==> src/rtl/core/ermg_pkg.sv <==
// Package for the Euler rotation matrix generator: types, constants, tables.
package ermg_pkg;

	localparam int ANGLE_BITS_DEF = 16;
	localparam int FRAC_BITS_DEF  = 14;

	localparam logic [31:0] PI_Q30  = 32'd3373259426;
	localparam logic [31:0] ONE_Q30 = 32'h4000_0000;

	localparam int NUM_REGS = 7;
	localparam int ADDR_W   = 5;

	typedef enum logic [2:0] {
		REG_ENABLE = 3'd0,
		REG_BASE_X = 3'd1,
		REG_BASE_Y = 3'd2,
		REG_BASE_Z = 3'd3,
		REG_SPEED_X = 3'd4,
		REG_SPEED_Y = 3'd5,
		REG_SPEED_Z = 3'd6
	} reg_idx_t;

	typedef struct packed {
		logic [15:0] delta_time;
	} in_word_t;

	typedef struct packed {
		logic signed [15:0] matrix_e0;
		logic signed [15:0] matrix_e1;
		logic signed [15:0] matrix_e2;
		logic signed [15:0] matrix_e3;
		logic signed [15:0] matrix_e4;
		logic signed [15:0] matrix_e5;
		logic signed [15:0] matrix_e6;
		logic signed [15:0] matrix_e7;
		logic signed [15:0] matrix_e8;
		logic [31:0]        elapsed_time;
	} out_word_t;

	// Taylor divisors: sine (2k)(2k+1), cosine (2k-1)(2k)
	function automatic logic [7:0] sin_div(input logic [2:0] k);
		logic [7:0] d;
		case (k)
			3'd1: d = 8'd6;
			3'd2: d = 8'd20;
			3'd3: d = 8'd42;
			3'd4: d = 8'd72;
			3'd5: d = 8'd110;
			3'd6: d = 8'd156;
			default: d = 8'd1;
		endcase
		return d;
	endfunction

	function automatic logic [7:0] cos_div(input logic [2:0] k);
		logic [7:0] d;
		case (k)
			3'd1: d = 8'd2;
			3'd2: d = 8'd12;
			3'd3: d = 8'd30;
			3'd4: d = 8'd56;
			3'd5: d = 8'd90;
			3'd6: d = 8'd132;
			3'd7: d = 8'd182;
			default: d = 8'd1;
		endcase
		return d;
	endfunction

endpackage

==> src/rtl/core/ermg_if.sv <==
// Valid/ready channel interfaces for input and result words.
interface ermg_in_if;
	import ermg_pkg::*;
	logic     valid;
	logic     ready;
	in_word_t data;
	modport source (output valid, output data, input ready);
	modport sink (input valid, input data, output ready);
endinterface

interface ermg_out_if;
	import ermg_pkg::*;
	logic      valid;
	logic      ready;
	out_word_t data;
	modport source (output valid, output data, input ready);
	modport sink (input valid, input data, output ready);
endinterface

==> src/rtl/core/euler_rotation_matrix_generator_top.sv <==
// Top level: config registers, angle/time state, sin/cos and matrix sequencer.
// Each result word is computed by the shared bit-serial multiplier and divider.
// Throughput: one word at a time; the next word is taken the cycle after the result
// leaves. Output stalls delay the next word.
// A word taken while disabled yields no result and changes no state.
// Reset clears config, accumulators, time and FSM control; no clearing pass.
module euler_rotation_matrix_generator_top #(
	parameter int ANGLE_BITS = ermg_pkg::ANGLE_BITS_DEF,
	parameter int FRAC_BITS  = ermg_pkg::FRAC_BITS_DEF
) (
	input  logic                       clk,
	input  logic                       arst_n,
	ermg_in_if.sink                    in_ch,
	ermg_out_if.source                 out_ch,
	input  logic                       psel,
	input  logic                       penable,
	input  logic                       pwrite,
	input  logic [ermg_pkg::ADDR_W-1:0] paddr,
	input  logic [31:0]                pwdata,
	output logic [31:0]                prdata,
	output logic                       pready
);
	import ermg_pkg::*;

	localparam int SH = 30 - FRAC_BITS;
	localparam logic [34:0] RND = (SH > 0) ? (35'd1 << (SH - 1)) : 35'd0;
	localparam logic [34:0] LIM = 35'd1 << FRAC_BITS;

	typedef enum logic [3:0] {
		S_IDLE, S_ANG, S_THETA, S_TH2, S_SMUL, S_SDIV, S_CMUL, S_CDIV,
		S_AXEND, S_PSTART, S_PROD, S_OUT
	} state_t;

	state_t state_q;

	logic        enable_q;
	logic [15:0] base_q [3];
	logic [15:0] speed_q [3];
	logic [ANGLE_BITS-1:0] accum_q [3];
	logic [31:0] time_q;

	logic [1:0]  ax_q;
	logic [1:0]  quad_q;
	logic [31:0] theta_q;
	logic [31:0] th2_q;
	logic [2:0]  k_q;
	logic signed [34:0] ssum_q;
	logic signed [34:0] csum_q;
	logic signed [31:0] s_q [3];
	logic signed [31:0] c_q [3];
	logic signed [31:0] sxsy_q;
	logic signed [31:0] cxsy_q;
	logic signed [33:0] tmp_q;
	logic signed [33:0] ent_q [9];
	logic [3:0]  pidx_q;
	logic        neg_q;

	logic        mul_start_q;
	logic [31:0] mul_a_q;
	logic [31:0] mul_b_q;
	logic        mul_done;
	logic [63:0] mul_prod;
	logic        div_start_q;
	logic [31:0] div_n_q;
	logic [7:0]  div_d_q;
	logic        div_done;
	logic [31:0] div_quo;

	logic        out_valid_q;
	out_word_t   out_q;

	logic        wr;
	logic        acc;
	logic [47:0] base_w;
	logic [ANGLE_BITS-1:0] ang;
	logic [31:0] tfrac;
	logic signed [31:0] op_a;
	logic signed [31:0] op_b;
	logic signed [33:0] mres;
	logic [32:0] tsum;
	logic signed [34:0] qv;
	logic [30:0] sv;
	logic [30:0] cv;

	ermg_smul u_mul (
		.clk(clk), .arst_n(arst_n), .start(mul_start_q), .a(mul_a_q), .b(mul_b_q),
		.done(mul_done), .prod(mul_prod)
	);

	ermg_sdiv u_div (
		.clk(clk), .arst_n(arst_n), .start(div_start_q), .dividend(div_n_q),
		.divisor(div_d_q), .done(div_done), .quo(div_quo)
	);

	function automatic logic [30:0] clamp_unit(input logic signed [34:0] v);
		logic [30:0] r;
		if (v < 0) r = '0;
		else if (v > $signed({3'b0, ONE_Q30})) r = ONE_Q30[30:0];
		else r = v[30:0];
		return r;
	endfunction

	function automatic logic [31:0] mag32(input logic signed [31:0] v);
		return v[31] ? 32'(-v) : 32'(v);
	endfunction

	function automatic logic signed [15:0] to_out(input logic signed [33:0] v);
		logic [34:0] m;
		if (v[33]) m = 35'(-$signed({v[33], v}));
		else m = {1'b0, v};
		m = (m + RND) >> SH;
		if (m > LIM) m = LIM;
		if (v[33]) m = 35'(-m);
		return m[15:0];
	endfunction

	assign pready = 1'b1;
	assign wr     = psel && penable && pwrite;
	assign acc    = in_ch.valid && in_ch.ready;
	assign in_ch.ready  = (state_q == S_IDLE);
	assign out_ch.valid = out_valid_q;
	assign out_ch.data  = out_q;

	always_comb begin
		case (paddr[4:2])
			REG_ENABLE:  prdata = {31'd0, enable_q};
			REG_BASE_X:  prdata = {16'd0, base_q[0]};
			REG_BASE_Y:  prdata = {16'd0, base_q[1]};
			REG_BASE_Z:  prdata = {16'd0, base_q[2]};
			REG_SPEED_X: prdata = {16'd0, speed_q[0]};
			REG_SPEED_Y: prdata = {16'd0, speed_q[1]};
			REG_SPEED_Z: prdata = {16'd0, speed_q[2]};
			default:     prdata = '0;
		endcase
	end

	// effective angle of the current axis, as a 32-bit turn fraction
	assign base_w = {32'd0, base_q[ax_q]};
	assign ang    = ANGLE_BITS'(base_w[ANGLE_BITS-1:0] + accum_q[ax_q]);
	assign tfrac  = {ang, {(32 - ANGLE_BITS){1'b0}}};
	assign tsum   = {1'b0, time_q} + {17'd0, in_ch.data.delta_time};

	always_comb begin
		case (pidx_q)
			4'd0:  begin op_a = s_q[0];  op_b = s_q[1]; end
			4'd1:  begin op_a = c_q[0];  op_b = s_q[1]; end
			4'd2:  begin op_a = c_q[1];  op_b = c_q[2]; end
			4'd3:  begin op_a = c_q[1];  op_b = s_q[2]; end
			4'd4:  begin op_a = sxsy_q;  op_b = c_q[2]; end
			4'd5:  begin op_a = c_q[0];  op_b = s_q[2]; end
			4'd6:  begin op_a = sxsy_q;  op_b = s_q[2]; end
			4'd7:  begin op_a = c_q[0];  op_b = c_q[2]; end
			4'd8:  begin op_a = s_q[0];  op_b = c_q[1]; end
			4'd9:  begin op_a = cxsy_q;  op_b = c_q[2]; end
			4'd10: begin op_a = s_q[0];  op_b = s_q[2]; end
			4'd11: begin op_a = cxsy_q;  op_b = s_q[2]; end
			4'd12: begin op_a = s_q[0];  op_b = c_q[2]; end
			default: begin op_a = c_q[0]; op_b = c_q[1]; end
		endcase
	end

	assign mres = neg_q ? -$signed({2'b00, mul_prod[61:30]})
			: $signed({2'b00, mul_prod[61:30]});
	assign qv   = $signed({3'b000, div_quo});
	assign sv   = clamp_unit(ssum_q);
	assign cv   = clamp_unit(csum_q);

	always_ff @(posedge clk or negedge arst_n) begin
		if (!arst_n) begin
			enable_q <= 1'b0;
			for (int i = 0; i < 3; i++) begin
				base_q[i]  <= '0;
				speed_q[i] <= '0;
				accum_q[i] <= '0;
			end
			time_q      <= '0;
			state_q     <= S_IDLE;
			out_valid_q <= 1'b0;
			mul_start_q <= 1'b0;
			div_start_q <= 1'b0;
			ax_q        <= '0;
			k_q         <= '0;
			pidx_q      <= '0;
		end else begin
			mul_start_q <= 1'b0;
			div_start_q <= 1'b0;
			if (wr) begin
				case (paddr[4:2])
					REG_ENABLE:  enable_q   <= pwdata[0];
					REG_BASE_X:  base_q[0]  <= pwdata[15:0];
					REG_BASE_Y:  base_q[1]  <= pwdata[15:0];
					REG_BASE_Z:  base_q[2]  <= pwdata[15:0];
					REG_SPEED_X: speed_q[0] <= pwdata[15:0];
					REG_SPEED_Y: speed_q[1] <= pwdata[15:0];
					REG_SPEED_Z: speed_q[2] <= pwdata[15:0];
					default: ;
				endcase
			end
			case (state_q)
				S_IDLE: begin
					if (acc && enable_q) begin
						time_q <= tsum[32] ? 32'hFFFF_FFFF : tsum[31:0];
						for (int i = 0; i < 3; i++)
							accum_q[i] <= ANGLE_BITS'(accum_q[i] +
								{{(ANGLE_BITS + 32){speed_q[i][15]}}, speed_q[i]});
						ax_q    <= '0;
						state_q <= S_ANG;
					end
				end
				S_ANG: begin
					quad_q      <= tfrac[31:30];
					mul_a_q     <= {2'b00, tfrac[29:0]};
					mul_b_q     <= PI_Q30;
					mul_start_q <= 1'b1;
					state_q     <= S_THETA;
				end
				S_THETA: begin
					if (mul_done) begin
						theta_q     <= mul_prod[62:31];
						mul_a_q     <= mul_prod[62:31];
						mul_b_q     <= mul_prod[62:31];
						mul_start_q <= 1'b1;
						state_q     <= S_TH2;
					end
				end
				S_TH2: begin
					if (mul_done) begin
						th2_q       <= mul_prod[61:30];
						ssum_q      <= $signed({3'b000, theta_q});
						k_q         <= 3'd1;
						mul_a_q     <= theta_q;
						mul_b_q     <= mul_prod[61:30];
						mul_start_q <= 1'b1;
						state_q     <= S_SMUL;
					end
				end
				S_SMUL: begin
					if (mul_done) begin
						div_n_q     <= mul_prod[61:30];
						div_d_q     <= sin_div(k_q);
						div_start_q <= 1'b1;
						state_q     <= S_SDIV;
					end
				end
				S_SDIV: begin
					if (div_done) begin
						ssum_q      <= k_q[0] ? ssum_q - qv : ssum_q + qv;
						mul_b_q     <= th2_q;
						mul_start_q <= 1'b1;
						if (k_q == 3'd6) begin
							k_q     <= 3'd1;
							csum_q  <= $signed({3'b000, ONE_Q30});
							mul_a_q <= ONE_Q30;
							state_q <= S_CMUL;
						end else begin
							k_q     <= k_q + 3'd1;
							mul_a_q <= div_quo;
							state_q <= S_SMUL;
						end
					end
				end
				S_CMUL: begin
					if (mul_done) begin
						div_n_q     <= mul_prod[61:30];
						div_d_q     <= cos_div(k_q);
						div_start_q <= 1'b1;
						state_q     <= S_CDIV;
					end
				end
				S_CDIV: begin
					if (div_done) begin
						csum_q <= k_q[0] ? csum_q - qv : csum_q + qv;
						if (k_q == 3'd7) begin
							state_q <= S_AXEND;
						end else begin
							k_q         <= k_q + 3'd1;
							mul_a_q     <= div_quo;
							mul_b_q     <= th2_q;
							mul_start_q <= 1'b1;
							state_q     <= S_CMUL;
						end
					end
				end
				S_AXEND: begin
					case (quad_q)
						2'd0: begin
							s_q[ax_q] <= $signed({1'b0, sv});
							c_q[ax_q] <= $signed({1'b0, cv});
						end
						2'd1: begin
							s_q[ax_q] <= $signed({1'b0, cv});
							c_q[ax_q] <= -$signed({1'b0, sv});
						end
						2'd2: begin
							s_q[ax_q] <= -$signed({1'b0, sv});
							c_q[ax_q] <= -$signed({1'b0, cv});
						end
						default: begin
							s_q[ax_q] <= -$signed({1'b0, cv});
							c_q[ax_q] <= $signed({1'b0, sv});
						end
					endcase
					if (ax_q == 2'd2) begin
						pidx_q  <= '0;
						state_q <= S_PSTART;
					end else begin
						ax_q    <= ax_q + 2'd1;
						state_q <= S_ANG;
					end
				end
				S_PSTART: begin
					ent_q[2]    <= -34'(s_q[1]);
					mul_a_q     <= mag32(op_a);
					mul_b_q     <= mag32(op_b);
					neg_q       <= op_a[31] ^ op_b[31];
					mul_start_q <= 1'b1;
					state_q     <= S_PROD;
				end
				S_PROD: begin
					if (mul_done) begin
						case (pidx_q)
							4'd0:  sxsy_q   <= 32'(mres);
							4'd1:  cxsy_q   <= 32'(mres);
							4'd2:  ent_q[0] <= mres;
							4'd3:  ent_q[1] <= mres;
							4'd5:  ent_q[3] <= tmp_q - mres;
							4'd7:  ent_q[4] <= tmp_q + mres;
							4'd8:  ent_q[5] <= mres;
							4'd10: ent_q[6] <= tmp_q + mres;
							4'd12: ent_q[7] <= tmp_q - mres;
							4'd13: ent_q[8] <= mres;
							default: tmp_q  <= mres;
						endcase
						if (pidx_q == 4'd13) begin
							state_q <= S_OUT;
						end else begin
							pidx_q  <= pidx_q + 4'd1;
							state_q <= S_PSTART;
						end
					end
				end
				S_OUT: begin
					if (!out_valid_q) begin
						out_valid_q <= 1'b1;
					end else if (out_ch.ready) begin
						out_valid_q <= 1'b0;
						state_q     <= S_IDLE;
					end
				end
				default: state_q <= S_IDLE;
			endcase
		end
	end

	always_ff @(posedge clk) begin
		if (state_q == S_OUT && !out_valid_q) begin
			out_q.matrix_e0    <= to_out(ent_q[0]);
			out_q.matrix_e1    <= to_out(ent_q[1]);
			out_q.matrix_e2    <= to_out(ent_q[2]);
			out_q.matrix_e3    <= to_out(ent_q[3]);
			out_q.matrix_e4    <= to_out(ent_q[4]);
			out_q.matrix_e5    <= to_out(ent_q[5]);
			out_q.matrix_e6    <= to_out(ent_q[6]);
			out_q.matrix_e7    <= to_out(ent_q[7]);
			out_q.matrix_e8    <= to_out(ent_q[8]);
			out_q.elapsed_time <= time_q;
		end
	end
endmodule

==> src/rtl/core/ermg_smul.sv <==
// Bit-serial unsigned 32x32 multiplier, one multiplier bit per cycle.
module ermg_smul (
	input  logic        clk,
	input  logic        arst_n,
	input  logic        start,
	input  logic [31:0] a,
	input  logic [31:0] b,
	output logic        done,
	output logic [63:0] prod
);
	logic [31:0] mc_q;
	logic [31:0] hi_q;
	logic [31:0] lo_q;
	logic [5:0]  cnt_q;
	logic        done_q;
	logic [32:0] sum;

	assign sum  = {1'b0, hi_q} + (lo_q[0] ? {1'b0, mc_q} : 33'd0);
	assign done = done_q;
	assign prod = {hi_q, lo_q};

	always_ff @(posedge clk or negedge arst_n) begin
		if (!arst_n) begin
			cnt_q  <= '0;
			done_q <= 1'b0;
		end else begin
			done_q <= 1'b0;
			if (start) begin
				cnt_q <= 6'd32;
			end else if (cnt_q != 6'd0) begin
				cnt_q <= cnt_q - 6'd1;
				if (cnt_q == 6'd1) done_q <= 1'b1;
			end
		end
	end

	always_ff @(posedge clk) begin
		if (start) begin
			mc_q <= a;
			hi_q <= '0;
			lo_q <= b;
		end else if (cnt_q != 6'd0) begin
			hi_q <= sum[32:1];
			lo_q <= {sum[0], lo_q[31:1]};
		end
	end
endmodule

==> src/rtl/core/ermg_sdiv.sv <==
// Bit-serial restoring divider, 32-bit dividend by 8-bit divisor.
module ermg_sdiv (
	input  logic        clk,
	input  logic        arst_n,
	input  logic        start,
	input  logic [31:0] dividend,
	input  logic [7:0]  divisor,
	output logic        done,
	output logic [31:0] quo
);
	logic [31:0] quo_q;
	logic [7:0]  rem_q;
	logic [7:0]  dv_q;
	logic [5:0]  cnt_q;
	logic        done_q;
	logic [8:0]  trial;
	logic        fit;

	assign trial = {rem_q, quo_q[31]};
	assign fit   = trial >= {1'b0, dv_q};
	assign done  = done_q;
	assign quo   = quo_q;

	always_ff @(posedge clk or negedge arst_n) begin
		if (!arst_n) begin
			cnt_q  <= '0;
			done_q <= 1'b0;
		end else begin
			done_q <= 1'b0;
			if (start) begin
				cnt_q <= 6'd32;
			end else if (cnt_q != 6'd0) begin
				cnt_q <= cnt_q - 6'd1;
				if (cnt_q == 6'd1) done_q <= 1'b1;
			end
		end
	end

	always_ff @(posedge clk) begin
		if (start) begin
			quo_q <= dividend;
			rem_q <= '0;
			dv_q  <= divisor;
		end else if (cnt_q != 6'd0) begin
			rem_q <= fit ? 8'(trial - {1'b0, dv_q}) : trial[7:0];
			quo_q <= {quo_q[30:0], fit};
		end
	end
endmodule
==> src/flat_wrapper.sv <==
// flat-port wrapper written by rule: the top's interface ports become plain ports
module euler_rotation_matrix_generator_top_flat import ermg_pkg::*;
#(
	parameter int ANGLE_BITS = ermg_pkg::ANGLE_BITS_DEF,
	parameter int FRAC_BITS  = ermg_pkg::FRAC_BITS_DEF
)
  (clk, arst_n, psel, penable, pwrite, paddr, pwdata, prdata, pready, in_ch_valid, in_ch_data, in_ch_ready, out_ch_valid, out_ch_data, out_ch_ready);
  ermg_in_if in_ch_i ();
  ermg_out_if out_ch_i ();
  input  logic clk;
  input  logic arst_n;
  input  logic psel;
  input  logic penable;
  input  logic pwrite;
  input  logic [ermg_pkg::ADDR_W-1:0] paddr;
  input  logic [31:0] pwdata;
  output logic [31:0] prdata;
  output logic pready;
  input wire logic [$bits(in_ch_i.valid)-1:0] in_ch_valid;
  input wire logic [$bits(in_ch_i.data)-1:0] in_ch_data;
  output wire logic [$bits(in_ch_i.ready)-1:0] in_ch_ready;
  output wire logic [$bits(out_ch_i.valid)-1:0] out_ch_valid;
  output wire logic [$bits(out_ch_i.data)-1:0] out_ch_data;
  input wire logic [$bits(out_ch_i.ready)-1:0] out_ch_ready;
  assign in_ch_i.valid = in_ch_valid;
  assign in_ch_i.data = in_ch_data;
  assign in_ch_ready = in_ch_i.ready;
  assign out_ch_valid = out_ch_i.valid;
  assign out_ch_data = out_ch_i.data;
  assign out_ch_i.ready = out_ch_ready;
  euler_rotation_matrix_generator_top #(.ANGLE_BITS(ANGLE_BITS), .FRAC_BITS(FRAC_BITS)) u_core (.clk(clk), .arst_n(arst_n), .in_ch(in_ch_i), .out_ch(out_ch_i), .psel(psel), .penable(penable), .pwrite(pwrite), .paddr(paddr), .pwdata(pwdata), .prdata(prdata), .pready(pready));
endmodule
==> config.mk <==
export PLATFORM = sky130hd
export DESIGN_NAME = euler_rotation_matrix_generator_top_flat
export DESIGN_NICKNAME = d
export VERILOG_FILES = /design/src/rtl/core/ermg_pkg.sv /design/src/rtl/core/ermg_if.sv /design/src/rtl/core/euler_rotation_matrix_generator_top.sv /design/src/rtl/core/ermg_smul.sv /design/src/rtl/core/ermg_sdiv.sv /design/src/flat_wrapper.sv
export SDC_FILE = /design/constraint.sdc
export NUM_CORES = 2
export LEC_CHECK = 0
export BUFFER_PORTS_ARGS = -buffer_cell sky130_fd_sc_hd__clkbuf_2
export CORE_MARGIN = 2
export CORE_UTILIZATION = 50
export CTS_CLUSTER_SIZE = 16
export DETAILED_ROUTE_END_ITERATION = 12
export PLACE_DENSITY = 0.66
export SYNTH_ARGS = -nofsm -noshare
export SYNTH_HDL_FRONTEND = slang
export SYNTH_HIERARCHICAL = 1
export SYNTH_SLANG_ARGS = --single-unit
export TNS_END_PERCENT = 20
==> constraint.sdc <==
create_clock -name clk -period 19.3 [get_ports clk]
set_clock_uncertainty 0.05 [all_clocks]
set_input_delay 1.93 -clock clk [delete_from_list [all_inputs] [get_ports clk]]
set_output_delay 1.93 -clock clk [all_outputs]
set_load 0.005 [all_outputs]
; ---- Yosys cells after proc, flatten, opt, wreduce, memory -nomap -nowiden
; Memories as Yosys holds them, arrays and structs flattened.
; Index checks and enable logic that the tools add are counted.
[totals]
ram_bits = 498
output_inout_bits = 211
register_bits = 866
inputBits = 60
n_memories = 3
elab_cells = 480
[mem_list]
columns = memory, depth, word_bits, read_ports, rd_clocked_by_memory_dff, write_ports, line_no
row1 = u_core.ent_q, 9, 34, 9, 0, 1, euler_rotation_matrix_generator_top.sv:54  ; logic signed [33:0] ent_q [9];
row2 = u_core.c_q, 3, 32, 3, 0, 1, euler_rotation_matrix_generator_top.sv:50  ; logic signed [31:0] c_q [3];
row3 = u_core.s_q, 3, 32, 3, 0, 1, euler_rotation_matrix_generator_top.sv:49  ; logic signed [31:0] s_q [3];
[op_classes]
n_mux = 216
reduce_logical = 78
order_cmp = 15
addsub = 51
n_eq_ne = 57
bitwise_logic = 9
[op_table]
columns = op, n
row1 = 2-to-1 mux 35 bit, 25
row2 = 2-to-1 mux 32 bit, 24
row3 = 2-to-1 mux 16 bit, 31
row4 = one-hot mux 32 bit (6 select lines), 2
row5 = "adder 35 x 16 -> 35 bit, second input constant", 9
row6 = negation 34 -> 35 bit, 9
row7 = 2-to-1 mux 34 bit, 9
row8 = OR reduction 34 bit, 8
row9 = "greater-than comparator 19 x 15 -> 1 bit, second input constant", 9
row10 = negation 16 bit, 9
row11 = one-hot mux 35 bit (2 select lines), 2
row12 = one-hot mux 32 bit (4 select lines), 1
row13 = 2-to-1 mux 31 bit, 4
row14 = one-hot mux 16 bit (7 select lines), 1
row15 = one-hot mux 32 bit (3 select lines), 1
row16 = 2-to-1 mux 4 bit, 23
row17 = adder 35 x 33 -> 35 bit, 2
row18 = "greater-than comparator 35 x 32 -> 1 bit, second input constant", 2
row19 = "< comparator 35 x 1 -> 1 bit, second input constant", 2
row20 = subtractor 35 x 33 -> 35 bit, 2
row21 = negation 32 -> 34 bit, 2
row22 = 2-to-1 mux 1 bit, 67
row23 = adder 16 bit, 4
row24 = binary-select mux 16 bit (select 2 bit), 2
row25 = 60 further kinds, 176

; ---- Longest topological paths before layout
[depth]
ltp_word = 15
mapped_depth = 27
ltp_nobuf = 23

; ---- By module
; The synthesis kept the hierarchy.
[modules_own_cells]
columns = module, cells_each, area_per_inst_um2, n_inst, seq_area_each_um2
row1 = euler_rotation_matrix_generator_top, 7484, 75033.2, 1, 35248.8
row2 = ermg_smul, 532, 5667.9, 1, 2737.6
row3 = ermg_sdiv, 209, 2760.1, 1, 1536.5

; ---- Worst setup path before layout
; OpenSTA, ideal clock, no wires.
[synth_timing]
path_kind = reg-to-reg
startpoint = reg u_core.state_q[3]
endpoint = reg u_core.out_q (netlist bit u_core/out_ch.data[0]), enable pin
t_arrival_ns = 8.202
synth_period_minus_slack_ns = 8.968
required_time_ns = 18.535
slack_ns = 10.332
n_path_buf = 0
setup_ns = 0.715
stages_incl_launch_ff = 5
cell_sequence = dfrtp_1 > inv_1 > nor2_1 > nand3_1 > nor2_1
[synth_via]
elab_chain_cells = 2
[synth_rtl]
columns = item, line_no
row1 = start: declaration, euler_rotation_matrix_generator_top.sv:34  ; state_t state_q;
row2 = start signal: assignment, euler_rotation_matrix_generator_top.sv:177  ; state_q <= S_IDLE;
row3 = start signal: assignment, euler_rotation_matrix_generator_top.sv:207  ; state_q <= S_ANG;
row4 = start signal: assignment, euler_rotation_matrix_generator_top.sv:215  ; state_q <= S_THETA;
row5 = == test 4 bit, euler_rotation_matrix_generator_top.sv:356  ; if (state_q == S_OUT && !out_valid_q) begin
row6 = logical AND 1 bit, euler_rotation_matrix_generator_top.sv:356
row7 = end: declaration, euler_rotation_matrix_generator_top.sv:70  ; out_word_t out_q;
; No other way between the ends.
; A chain may end at the register's enable or synchronous reset.

==> impl_metrics.tcl <==
set metrics [dict create \
    status "finished, final reports clean" \
    netlist_area_um2 83460 \
    finalSetupViolations 0 \
    async_flop_share_pct 15.18 \
    tightest_slew_ns 1.139 \
    routed_wl_mm 242.4 \
    cap_violations 0 \
    synth_cells 8225 \
    ctsHoldBuffers 0 \
    area_delta_synth_final_pct 10.36 \
    cp_num_buf_inv 1 \
    total_power_mw 8.243 \
    grt_max_degree 81 \
    drtAntennaViolNets 0 \
    die-area_um2 170200 \
    ys_seq_area_share_pct 47.35 \
    synth_cell_types 140 \
    min_period_ns 7.140 \
    rsz0062_at_grt "no" \
    dpl.hpwl_mm 177.0 \
    finalSetupTns_ns 0 \
    via_per_inst 6.229 \
    drive_above_1_share_pct 12.38 \
    cts_setup_buffers 0 \
    post-route-util_pct 55.70 \
    grt_pass1_wl_mm 366.9 \
    min_path_type "flop to flop" \
    fin_crit_sh_pct 36.99 \
    grt_pass1_vias 61480 \
    crit_slowest_cell "a2111oi_2" \
    drt_first_iter_violations 7006 \
    h-tree-depth 4 \
    wl_per_cell_um 22.82 \
    synth_area_leaders "edfxtp_1 (40%), dfrtp_1 (6.2%), ha_1 (4.4%)" \
    dr.pass1.iters 10 \
    power.density_nw_per_um2 89.50 \
    place_area_um2 86940 \
    clock_latency_ns 0.81 \
    slew_viol_final 0 \
    stdcell_area_um2 92110 \
    peakVddDrop_v 0.00009793 \
    worstPathCellList "nor4_1 > nand4_2 > o21ai_0 > xnor2_1 > ha_1 > inv_1 > or4_1 > mux2i_1 > nor2_1 > a2111oi_2 > and2_1 > o32ai_1 > mux2_2 > a41oi_2 > nand2b_1 > ha_1 > nand2_1 > nor4_1 > nand2_1 > o21ai_0 > mux2_2 > o32ai_1" \
    synth_ff_type "edfxtp_1" \
    max_freq_mhz 140.1 \
    critical_path_class "flop to flop" \
    num_rows 149 \
    synth-edff-count 1117 \
    antenna_found_initial 7 \
    num_vias 66150 \
    ioPinCount 271 \
    path_clk_slew_ns 0.06 \
    cp-start-kind "flop" \
    gr-total-overflow 0 \
    cp_data_required_time_ns 19.76 \
    cts_made_buffers 150 \
    ys_ff_latch 1364 \
    fin_nets 8675 \
    netlist.area_leader.share_pct 40.19 \
    finalHoldViolCount 0 \
    crit_family "simple AND/OR/NAND/NOR gates" \
    cts.sinks 1364 \
    slew_headroom_pct 23.55 \
    ys_top_cells_by_count "edfxtp_1 (1117), nand2_1 (748), nor2_1 (677)" \
    cts_tree "built" \
    syn_avg_cell_area_um2 10.15 \
    core-area_um2 165400 \
    synthMostInstantiatedCell "edfxtp_1" \
    root_buffer "clkbuf_16" \
    yosys_warnings 6 \
    cts.repair.resized 0 \
    max_stage_delay_ns 0.69 \
    arrival_ns 7.60 \
    gp_congestion 0.9364 \
    initial_core_util_pct 50.47 \
    fp.dieW_um 412.6 \
    p_leak_nw 33.49 \
    cts_buffer_depth 3 \
    port_buffers 235 \
    end_kind "flop" \
    grt.total_usage_pct 27.76 \
    die_h_um 412.6 \
    path_max_fanout 19 \
    drc 0 \
    synth_top_cell_by_area "edfxtp_1" \
]
final timing paths:
path,from,end,slack (ns),cells past startpoint
min,u_core/mul_a_q[11]$_DFFE_PP_,u_core/u_mul/mc_q[11]$_DFFE_PP_,0.37,0
min reg2reg,u_core/mul_a_q[11]$_DFFE_PP_,u_core/u_mul/mc_q[11]$_DFFE_PP_,0.37,0
max reg2reg,u_core/ent_q[0][45]$_DFFE_PP_,u_core/out_ch.data[156]$_DFFE_PP_,12.16,22
max,u_core/ent_q[0][45]$_DFFE_PP_,u_core/out_ch.data[156]$_DFFE_PP_,12.16,22
min in group asynchronous,arst_n,u_core/base_q[15]$_DFFE_PN0P_,1.01,1
max in group asynchronous,arst_n,u_core/base_q[5]$_DFFE_PN0P_,16.07,3
routing by layer:
layer / track usage, % / routed length [um] / up-vias / part of all wire, %
li1: - / - / 31040 / -
met1: 37.60 / 100700 / 31900 / 42
met2: 44.30 / 111500 / 2751 / 46
met3: 4.413 / 19370 / 458 / 8.0
met4: 11.65 / 10770 / 6 / 4.4
met5: 0 / 34 / - / 0.014
cell usage in the layout (no fill, tap or decap), types with 48 or more instances in the layout:
master / netlist / final
edfxtp_1: 1117 / 1117
nand2_1: 748 / 746
nor2_1: 677 / 665
o21ai_0: 540 / 539
a21oi_1: 459 / 458
xnor2_1: 417 / 405
ha_1: 293 / 293
inv_1: 257 / 257
xor2_1: 247 / 247
clkbuf_2: 0 / 235
nor3_1: 224 / 218
nand3_1: 205 / 204
dfrtp_1: 207 / 204
mux2_2: 185 / 185
clkbuf_16: 0 / 158
buf_4: 21 / 143
a21o_1: 112 / 112
or3_1: 111 / 111
mux2i_1: 100 / 100
a31oi_1: 100 / 100
a222oi_1: 98 / 98
nor4_1: 93 / 90
and3_1: 89 / 87
and2_1: 88 / 84
nand2b_1: 83 / 83
o31ai_1: 81 / 81
nor2b_1: 72 / 70
nand4_1: 65 / 65
o211ai_1: 55 / 55
a211oi_1: 51 / 51
o21a_1: 49 / 48
cells by family (layout without fill, tap and decap cells):
group | count (synthesis) | after routing | share of synthesized area [%]
mux | 288 | 288 | 3.754
buf+inv | 722 | 913 | 3.420
simple gates | 2713 | 2713 | 16.11
compound gates | 2164 | 2164 | 17.66
fa+ha+maj | 306 | 306 | 4.680
xor+xnor | 666 | 666 | 7.014
flops | 1364 | 1364 | 47.35
other cells | 2 | 18 | 0.008998
per-stage QoR:
stage	worst slack [ns]	hold slack (ns)	std cells
floorplan	10.33	0.3503	8240
global placement	12.28	0.3525	10350
detailed placement	12.23	0.3545	10350
CTS	12.19	0.3638	10620
global route	11.48	0.3720	10620
finish	12.16	0.3659	10620
sequential cells by signal, summed over array words and instances (netlist names), 34 cells and up:
register and flops:
u_core/speed_q 48, u_core/ssum_q 35, u_core/ent_q 306, u_core/base_q 48
u_core/out_ch.data 176, u_core/csum_q 35, u_core/c_q 96, u_core/tmp_q 34
u_core/s_q 96, u_core/accum_q 48
report_power, final:
| group | switching, mW | internal [mW] |
|---|---|---|
| registers | 0.128 | 3.46 |
| clock network | 1.23 | 1.76 |
| logic | 1.11 | 0.556 |
final cells by class:
type	instances	area (um2)
Multi-Input combinational cell	6154	41430
Clock inverter	88	1042
Clock buffer	184	4121
Sequential cell	1364	39530
Inverter	262	983.4
Antenna cell	1	2.502
Timing Repair Buffer	379	2265
Fill cell	14130	73260
Tap cell	2189	2739
Power figures use the tool's default switching activity.
